**config.mk**
```make
export PLATFORM = sky130hd
export DESIGN_NAME = keyed_running_statistics_table_top
export DESIGN_NICKNAME = d
export VERILOG_FILES = /design/src/rtl/krst_pkg.sv /design/src/rtl/keyed_running_statistics_table_top.sv /design/src/rtl/krst_divider.sv
export SDC_FILE = /design/constraint.sdc
export NUM_CORES = 2
export LEC_CHECK = 0
export BUFFER_PORTS_ARGS = -buffer_cell sky130_fd_sc_hd__buf_2
export CAP_MARGIN = 25
export CORE_UTILIZATION = 63
export DETAILED_ROUTE_END_ITERATION = 6
export PLACE_DENSITY = 0.86
export SYNTH_ARGS = -nofsm -noshare
export SYNTH_HDL_FRONTEND = slang
export SYNTH_HIERARCHICAL = 1
export SYNTH_SLANG_ARGS = --single-unit
```
**constraint.sdc**
```tcl
create_clock -name clock -period 18.7 [get_ports clock]
set_input_delay 4.675 -clock clock [delete_from_list [all_inputs] [get_ports clock]]
set_output_delay 4.675 -clock clock [all_outputs]
set_load 0.02 [all_outputs]
```
**src/rtl/krst_pkg.sv**
```systemverilog
// keyed running statistics table: shared types and constants
// no dependencies
`default_nettype none
package krst_pkg;
   localparam int ENTRIES_DEFAULT  = 16;
   localparam int KEY_BITS_DEFAULT = 32;

   typedef enum logic [1:0] {
      CMD_READ   = 2'd0,
      CMD_QUERY  = 2'd1,
      CMD_REMOVE = 2'd2,
      CMD_NONE   = 2'd3
   } cmd_type;

   typedef enum logic [2:0] {
      ST_UPDATED = 3'd0,
      ST_CREATED = 3'd1,
      ST_STATS   = 3'd2,
      ST_MISSING = 3'd3,
      ST_REMOVED = 3'd4,
      ST_FULL    = 3'd5
   } status_type;
endpackage
`default_nettype wire

```
**src/rtl/keyed_running_statistics_table_top.sv**
```systemverilog
// keyed running statistics table, top level
// uses krst_pkg and krst_divider
`default_nettype none
// Keeps up to ENTRIES records, each keyed by the low KEY_BITS bits of req_key,
// holding a saturating sample count, a 64-bit sum, a minimum and a maximum.
// One command is worked at a time and req_stall stays high until it is done.
// Lookup scans the record memory one slot per cycle (the memory read is
// registered), then the record is read (S_RD, S_RDW) and updated or written
// back in S_WORK. The result fields are registered in S_WORK (the mean of a
// query in S_DIV), and rsp_valid is raised from S_OUT before S_IDLE returns.
// A query further runs a 64-bit bit-serial divider for the mean in S_DIV.
// A result still waiting in the rsp_ registers holds the next command before
// its update step until it is transferred. Valid bits are flip-flops cleared
// by reset; record fields are held in one synchronous memory. Command 3 is
// taken and gives no result.
module keyed_running_statistics_table_top #(
   parameter int ENTRIES  = krst_pkg::ENTRIES_DEFAULT,
   parameter int KEY_BITS = krst_pkg::KEY_BITS_DEFAULT
) (
   input  wire logic        clock,
   input  wire logic        reset,
   input  wire logic        req_valid,
   output logic             req_stall,
   input  wire logic [1:0]  req_command,
   input  wire logic [31:0] req_key,
   input  wire logic signed [31:0] req_sample,
   output logic             rsp_valid,
   input  wire logic        rsp_stall,
   output logic [2:0]       rsp_status,
   output logic [31:0]      rsp_sample_count,
   output logic signed [31:0] rsp_min_value,
   output logic signed [31:0] rsp_max_value,
   output logic signed [31:0] rsp_mean_value
);
   import krst_pkg::*;

   localparam int IW = (ENTRIES > 1) ? $clog2(ENTRIES) : 1;
   localparam int CW = $clog2(ENTRIES + 1);
   localparam int KW = (KEY_BITS < 32) ? KEY_BITS : 32;
   localparam int RW = KW + 32 + 64 + 32 + 32;

   typedef enum logic [6:0] {
      S_IDLE  = 7'b0000001,
      S_SCAN  = 7'b0000010,
      S_RD    = 7'b0000100,
      S_RDW   = 7'b0001000,
      S_WORK  = 7'b0010000,
      S_DIV   = 7'b0100000,
      S_OUT   = 7'b1000000
   } state_type;

   // record memory: {key, count, sum, min, max}
   logic [RW-1:0] rec_mem [ENTRIES];
   logic [RW-1:0] rec_rd_ff;
   logic          rec_we;
   logic [IW-1:0] rec_waddr, rec_raddr;
   logic [RW-1:0] rec_wdata;

   logic [ENTRIES-1:0] valid_ff, valid_in;
   state_type state_ff, state_in;
   logic [1:0]    cmd_ff, cmd_in;
   logic [KW-1:0] key_ff, key_in;
   logic [31:0]   smp_ff, smp_in;
   logic [CW-1:0] scan_ff, scan_in;
   logic          hit_ff, hit_in;
   logic [IW-1:0] idx_ff, idx_in;
   logic          neg_ff, neg_in;

   logic          out_v_ff, out_v_in;
   logic [2:0]    st_ff, st_in;
   logic [31:0]   cnt_o_ff, cnt_o_in, min_o_ff, min_o_in, max_o_ff, max_o_in;
   logic [31:0]   mean_o_ff, mean_o_in;

   logic          div_start, div_done;
   logic [63:0]   div_quo, div_dvd;

   // fields of the record just read
   logic [KW-1:0] r_key;
   logic [31:0]   r_cnt, r_min, r_max;
   logic [63:0]   r_sum;
   logic [IW-1:0] prev_idx;
   logic          prev_valid;
   logic [IW-1:0] free_idx;
   logic          free_any;

   assign {r_key, r_cnt, r_sum, r_min, r_max} = rec_rd_ff;

   always_ff @(posedge clock) begin
      if (rec_we) begin
         rec_mem[rec_waddr] <= rec_wdata;
      end
      rec_rd_ff <= rec_mem[rec_raddr];
   end

   // lowest free slot from the valid bits
   always_comb begin
      free_idx = '0;
      free_any = 1'b0;
      for (int i = ENTRIES - 1; i >= 0; i--) begin
         if (!valid_ff[i]) begin
            free_idx = IW'(i);
            free_any = 1'b1;
         end
      end
   end

   // slot whose data arrives this cycle during the scan
   assign prev_idx   = IW'(scan_ff - CW'(1));
   assign prev_valid = valid_ff[prev_idx];

   krst_divider u_div (
      .clock    (clock),
      .reset    (reset),
      .start    (div_start),
      .dividend (div_dvd),
      .divisor  (r_cnt),
      .done     (div_done),
      .quotient (div_quo)
   );
   assign div_dvd = r_sum[63] ? (~r_sum + 64'd1) : r_sum;

   always_comb begin
      logic [31:0] n_cnt, n_min, n_max;
      logic [63:0] n_sum, sx;
      state_in  = state_ff;
      cmd_in    = cmd_ff;
      key_in    = key_ff;
      smp_in    = smp_ff;
      scan_in   = scan_ff;
      hit_in    = hit_ff;
      idx_in    = idx_ff;
      neg_in    = neg_ff;
      valid_in  = valid_ff;
      out_v_in  = out_v_ff;
      st_in     = st_ff;
      cnt_o_in  = cnt_o_ff;
      min_o_in  = min_o_ff;
      max_o_in  = max_o_ff;
      mean_o_in = mean_o_ff;
      rec_we    = 1'b0;
      rec_waddr = idx_ff;
      rec_wdata = '0;
      rec_raddr = scan_ff[IW-1:0];
      div_start = 1'b0;
      sx        = {{32{smp_ff[31]}}, smp_ff};
      n_cnt     = r_cnt;
      n_sum     = r_sum;
      n_min     = r_min;
      n_max     = r_max;

      // output register drains independently
      if (out_v_ff && !rsp_stall) begin
         out_v_in = 1'b0;
      end

      case (state_ff)
         S_IDLE: begin
            if (req_valid) begin
               cmd_in  = req_command;
               key_in  = req_key[KW-1:0];
               smp_in  = req_sample;
               scan_in = '0;
               hit_in  = 1'b0;
               if (req_command != CMD_NONE) begin
                  state_in = S_SCAN;
               end
            end
         end
         S_SCAN: begin
            // read address scan_ff issued, data of scan_ff-1 visible
            rec_raddr = scan_ff[IW-1:0];
            if (scan_ff != '0 && !hit_ff && prev_valid && r_key == key_ff) begin
               hit_in = 1'b1;
               idx_in = prev_idx;
            end
            if (scan_ff == CW'(ENTRIES)) begin
               state_in = S_RD;
            end else begin
               scan_in = scan_ff + CW'(1);
            end
         end
         S_RD: begin
            rec_raddr = idx_ff;
            state_in  = S_RDW;
         end
         S_RDW: begin
            // hold here while the previous result still waits in the rsp_ registers
            rec_raddr = idx_ff;
            if (!out_v_ff) begin
               state_in = S_WORK;
            end
         end
         S_WORK: begin
            cnt_o_in  = '0;
            min_o_in  = '0;
            max_o_in  = '0;
            mean_o_in = '0;
            state_in  = S_OUT;
            case (cmd_ff)
               CMD_READ: begin
                  if (hit_ff) begin
                     if (r_cnt != 32'hFFFF_FFFF) begin
                        n_cnt = r_cnt + 32'd1;
                        n_sum = r_sum + sx;
                     end
                     if ($signed(smp_ff) < $signed(r_min)) n_min = smp_ff;
                     if ($signed(r_max) < $signed(smp_ff)) n_max = smp_ff;
                     rec_we    = 1'b1;
                     rec_waddr = idx_ff;
                     rec_wdata = {r_key, n_cnt, n_sum, n_min, n_max};
                     st_in     = ST_UPDATED;
                  end else if (free_any) begin
                     rec_we    = 1'b1;
                     rec_waddr = free_idx;
                     rec_wdata = {key_ff, 32'd1, sx, smp_ff, smp_ff};
                     valid_in[free_idx] = 1'b1;
                     st_in     = ST_CREATED;
                  end else begin
                     st_in     = ST_FULL;
                  end
               end
               CMD_QUERY: begin
                  if (hit_ff) begin
                     st_in     = ST_STATS;
                     cnt_o_in  = r_cnt;
                     min_o_in  = r_min;
                     max_o_in  = r_max;
                     neg_in    = r_sum[63];
                     div_start = 1'b1;
                     state_in  = S_DIV;
                  end else begin
                     st_in = ST_MISSING;
                  end
               end
               CMD_REMOVE: begin
                  if (hit_ff) begin
                     valid_in[idx_ff] = 1'b0;
                     st_in = ST_REMOVED;
                  end else begin
                     st_in = ST_MISSING;
                  end
               end
               default: begin
                  state_in = S_IDLE;
               end
            endcase
         end
         S_DIV: begin
            rec_raddr = idx_ff;
            if (div_done) begin
               mean_o_in = neg_ff ? (~div_quo[31:0] + 32'd1) : div_quo[31:0];
               state_in  = S_OUT;
            end
         end
         S_OUT: begin
            if (!out_v_ff || !rsp_stall) begin
               out_v_in = 1'b1;
               state_in = S_IDLE;
            end
         end
         default: begin
            state_in = S_IDLE;
         end
      endcase
   end

   always_ff @(posedge clock) begin
      cmd_ff    <= cmd_in;
      key_ff    <= key_in;
      smp_ff    <= smp_in;
      scan_ff   <= scan_in;
      hit_ff    <= hit_in;
      idx_ff    <= idx_in;
      neg_ff    <= neg_in;
      st_ff     <= st_in;
      cnt_o_ff  <= cnt_o_in;
      min_o_ff  <= min_o_in;
      max_o_ff  <= max_o_in;
      mean_o_ff <= mean_o_in;
      if (reset) begin
         state_ff <= S_IDLE;
         valid_ff <= '0;
         out_v_ff <= 1'b0;
      end else begin
         state_ff <= state_in;
         valid_ff <= valid_in;
         out_v_ff <= out_v_in;
      end
   end

   assign req_stall        = (state_ff != S_IDLE);
   assign rsp_valid        = out_v_ff;
   assign rsp_status       = st_ff;
   assign rsp_sample_count = cnt_o_ff;
   assign rsp_min_value    = min_o_ff;
   assign rsp_max_value    = max_o_ff;
   assign rsp_mean_value   = mean_o_ff;
endmodule
`default_nettype wire

```
**src/rtl/krst_divider.sv**
```systemverilog
// keyed running statistics table: restoring 64 by 32 bit unsigned divider,
// one quotient bit per cycle; uses krst_pkg
`default_nettype none
module krst_divider (
   input  wire logic        clock,
   input  wire logic        reset,
   input  wire logic        start,
   input  wire logic [63:0] dividend,
   input  wire logic [31:0] divisor,
   output logic             done,
   output logic [63:0]      quotient
);
   import krst_pkg::*;

   logic [63:0] quo_ff, quo_in;
   logic [32:0] rem_ff, rem_in;
   logic [31:0] dvs_ff, dvs_in;
   logic [6:0]  cnt_ff, cnt_in;
   logic        busy_ff, busy_in;
   logic        done_ff, done_in;
   logic [32:0] trial;

   always_comb begin
      quo_in  = quo_ff;
      rem_in  = rem_ff;
      dvs_in  = dvs_ff;
      cnt_in  = cnt_ff;
      busy_in = busy_ff;
      done_in = 1'b0;
      trial   = {rem_ff[31:0], quo_ff[63]};
      if (start) begin
         quo_in  = dividend;
         rem_in  = '0;
         dvs_in  = divisor;
         cnt_in  = 7'd0;
         busy_in = 1'b1;
      end else if (busy_ff) begin
         if (trial >= {1'b0, dvs_ff}) begin
            rem_in = trial - {1'b0, dvs_ff};
            quo_in = {quo_ff[62:0], 1'b1};
         end else begin
            rem_in = trial;
            quo_in = {quo_ff[62:0], 1'b0};
         end
         cnt_in = cnt_ff + 7'd1;
         if (cnt_ff == 7'd63) begin
            busy_in = 1'b0;
            done_in = 1'b1;
         end
      end
   end

   always_ff @(posedge clock) begin
      quo_ff <= quo_in;
      rem_ff <= rem_in;
      dvs_ff <= dvs_in;
      cnt_ff <= cnt_in;
      if (reset) begin
         busy_ff <= 1'b0;
         done_ff <= 1'b0;
      end else begin
         busy_ff <= busy_in;
         done_ff <= done_in;
      end
   end

   assign done     = done_ff;
   assign quotient = quo_ff;
endmodule
`default_nettype wire

```
==> results_dict.tcl <==
set metrics [dict create \
    power.switching_mw 6.02 \
    firstDrtPassIters 7 \
    multi_input_area_um2 38200 \
    tightest_slew_ns 1.44 \
    async_reset_ff_frac 0 \
    cts_tree "done" \
    register_area_um2 107000 \
    portBuffers 202 \
    layout.core_utilization 0.711 \
    worst_setup_path_start_kind "flip-flop" \
    layoutNonFillerInstCount 11900 \
    syn_area_um2 147000 \
    max_stage_delay_ns 0.55 \
    cp_max_fo 5 \
    grt_antenna_before_repair 20 \
    max_reg_flops 3072 \
    min_period_ns 7.47 \
    postSynthRegisterBits 3633 \
    yosysMostFrequentCell "edfxtp_1" \
    outcome "finished with violations" \
    post-route-period-util 0.400 \
    worst_slew_margin_rel 0.0368 \
    wire_per_inst_um 34.8 \
    power_report.internal_total_mw 14.6 \
    clock_skew_ns 0.100 \
    finalPower_mw 20.6 \
    power.clock.fraction 0.355 \
    number_of_enable_flip_flop_cells_after_synthesis 3376 \
    die_h_um 485 \
    worstHoldPathType "flip-flop to flip-flop" \
    worst_path_dominant_cell_family "simple AND/OR/NAND/NOR gates" \
    syn_nets 8456 \
    grt_usage 0.344 \
    cts-buffers-inserted 357 \
    design.die.area_um2 235000 \
    post_cts.repair.setup_buffers 0 \
    floorplan.die.width_um 485 \
    pwr_density_cell_nw_per_um2 126 \
    detail_route.drc_violations 4 \
    areaGrowthSynthToFinish_pct 11.7 \
    globalRoute.totalOverflow 0 \
    netSwitchingFraction 0.292 \
    maxSlewViolCount 0 \
    grt_pass1_wl_um 584000 \
    power.share.combinational 0.189 \
    crit_path_top_delay_cell "and3b_1" \
    initialDrtViolationCount 14300 \
    drt_wl_total_um 413000 \
    hold_violations 0 \
    route.detailed.vias_per_inst 7.29 \
    synth_top_cells_by_count "3,376 x edfxtp_1, 772 x mux4_2, 596 x nand2_1, 322 x clkbuf_1, 314 x nor2_1" \
    grt_start_max_net_pins 164 \
    cap_viol_max_count 0 \
    cts_max_path_buffers 4 \
    aggregate_negative_setup_slack_ns 0 \
    top_area_cells_in_the_synthesized_netlist "edfxtp_1 69%, mux4_2 12%, dfxtp_1 3.5%" \
    maximum_clock_rate_ghz 0.134 \
    timing.hold.ws_ns 0.475 \
    ys_seq_area_frac 0.725 \
    vias_in_the_first_global_route 87500 \
    largest_register "rec_mem" \
    ctsHtreeMaxLevel 5 \
    worst_ep_arrival_time_ns 2.80 \
    final_layout_size_suffix_gt1_frac 0.211 \
    root_buffer "clkbuf_16" \
    synth.avg_cell_area_um2 17.9 \
    worst_setup_hold_path_clk_slew_ns 0.06 \
    hold_buffers 0 \
    hpwlAfterDp_um 205000 \
    critPathBufInv 2 \
    boundaryPins 203 \
    cts_resized 0 \
    yosysTopAreaCellShare 0.690 \
    start_util 0.637 \
    drtAntennaViolNets 0 \
    crit_path_end_kind "primary output" \
    irDropWorstVdd_mv 0.145 \
    crit_chain "or3_1, nor3_1, and3b_1, inv_1, buf_2" \
    failed_checks "design-rule violations" \
    vias 86600 \
    post-synth-top-area-cell "edfxtp_1" \
    worst-setup-path-type "flip-flop to primary output" \
    setup_repair_after_global_routing_missed_its_margin "false" \
    seq_power_share 0.455 \
    insertion_delay_ns 1.03 \
    ys_warn_count 6 \
    synth.lib_cells_used.distinct 91 \
    synth_top_flop_cell "edfxtp_1" \
    finish.net_count 8809 \
    gp_routability_congestion 0.917 \
    floorplan.core_area_um2 231000 \
    placementRows 176 \
    syn-instance-count 8216 \
    fillers 12400 \
    numPlacedInstances 11200 \
    worst_ep_required_time_ns 14.03 \
    setup_viol 0 \
    power.static_leakage_nw 49.5 \
    numClockSinks 3633 \
]
==> area by class of cell <==
type                            count  area share
Sequential cell                  3633       0.649
Multi-Input combinational cell   3984       0.233
Clock buffer                      487      0.0606
Tap cell                         3026      0.0231
Timing Repair Buffer              442      0.0202
Clock inverter                    149      0.0104
Inverter                          151     0.00346
Antenna cell                       11    0.000168
==> per-stage QoR <==
stage | cell area [µm²] | setup slack, ns
global route | 164000 | 11.14
CTS | 164000 | 11.36
detailed placement | 152000 | 12.08
finish | 164000 | 11.23
floorplan | 147000 | 4.83
global placement | 152000 | 12.18
==> path summary, 6_finish.rpt <==
path                                              startpoint                           end  slack [ns]  cells past startpoint
worst min register to register  u_div/rem_ff[2]$_SDFFE_PP0P_  u_div/rem_ff[2]$_SDFFE_PP0P_        0.47                      2
worst max-delay path                state_ff[2]$_SDFFE_PP0P_                     req_stall       11.23                      5
worst min-delay path            u_div/rem_ff[2]$_SDFFE_PP0P_  u_div/rem_ff[2]$_SDFFE_PP0P_        0.47                      2
worst max register to register      state_ff[0]$_SDFFE_PP1P_        rec_rd_ff[163]$_DFF_P_       12.11                     14
==> worst min-delay path, delay by kind of cell (launching register included) <==
family / cells / cell delay, ns
AO/OA/AOI/OAI: 1 / 0.05
AND/OR/NAND/NOR: 1 / 0.05
flip-flops: 1 / 0.33
==> metal layers <==
metal | part of all wire | vias to the layer above | GRT usage | wire [µm]
met5 | 0.00030 | - | 0 | 125
met4 | 0.071 | 18 | 0.218 | 29500
met3 | 0.13 | 1785 | 0.0746 | 53000
met2 | 0.48 | 8114 | 0.549 | 197000
met1 | 0.32 | 43100 | 0.433 | 134000
li1 | - | 33600 | - | -
==> power by group through the flow <==
stage | Clock (mW) | Sequential [mW] | Combinational (mW)
floorplan | 0 | 9.31 | 2.65
global placement | 0 | 9.50 | 3.61
detailed placement | 0 | 9.51 | 3.70
CTS | 7.31 | 9.36 | 3.80
global route | 7.62 | 9.37 | 4.12
finish | 7.33 | 9.39 | 3.90
==> logic make-up (layout without fill, tap and decap cells) <==
family | Yosys count | count (layout) | share of synthesized area
XOR/XNOR | 236 | 236 | 0.0141
buffers and inverters | 599 | 1229 | 0.0163
multiplexers | 930 | 930 | 0.130
flip-flops | 3633 | 3633 | 0.725
AO/OA/AOI/OAI | 1108 | 1108 | 0.0500
adder cells (fa/ha/maj) | 170 | 170 | 0.0146
other | 0 | 11 | 0
AND/OR/NAND/NOR | 1540 | 1540 | 0.0502
==> cell usage in the layout, fill, tap and decap left out, types with 48 or more instances in the layout <==
cell type  Yosys  routed
a211oi_1     225     224
a21o_1        63      63
a21oi_1      198     198
a31oi_1      232     231
and2_1       202     201
and3_1       117     115
buf_2         86     202
buf_4          4     204
clkbuf_1     322      86
clkbuf_16      0     365
clkinv_2       0      48
dfxtp_1      257     256
edfxtp_1    3376    3376
ha_1         168     167
inv_1        150     148
mux2_2        66      65
mux2i_1       91      87
mux4_2       772     772
nand2_1      596     595
nand3_1       57      56
nand4_1       50      50
nor2_1       314     297
o21ai_0      153     153
xnor2_1      127     127
xor2_1       109     109
(Power assumes the default switching activity.)
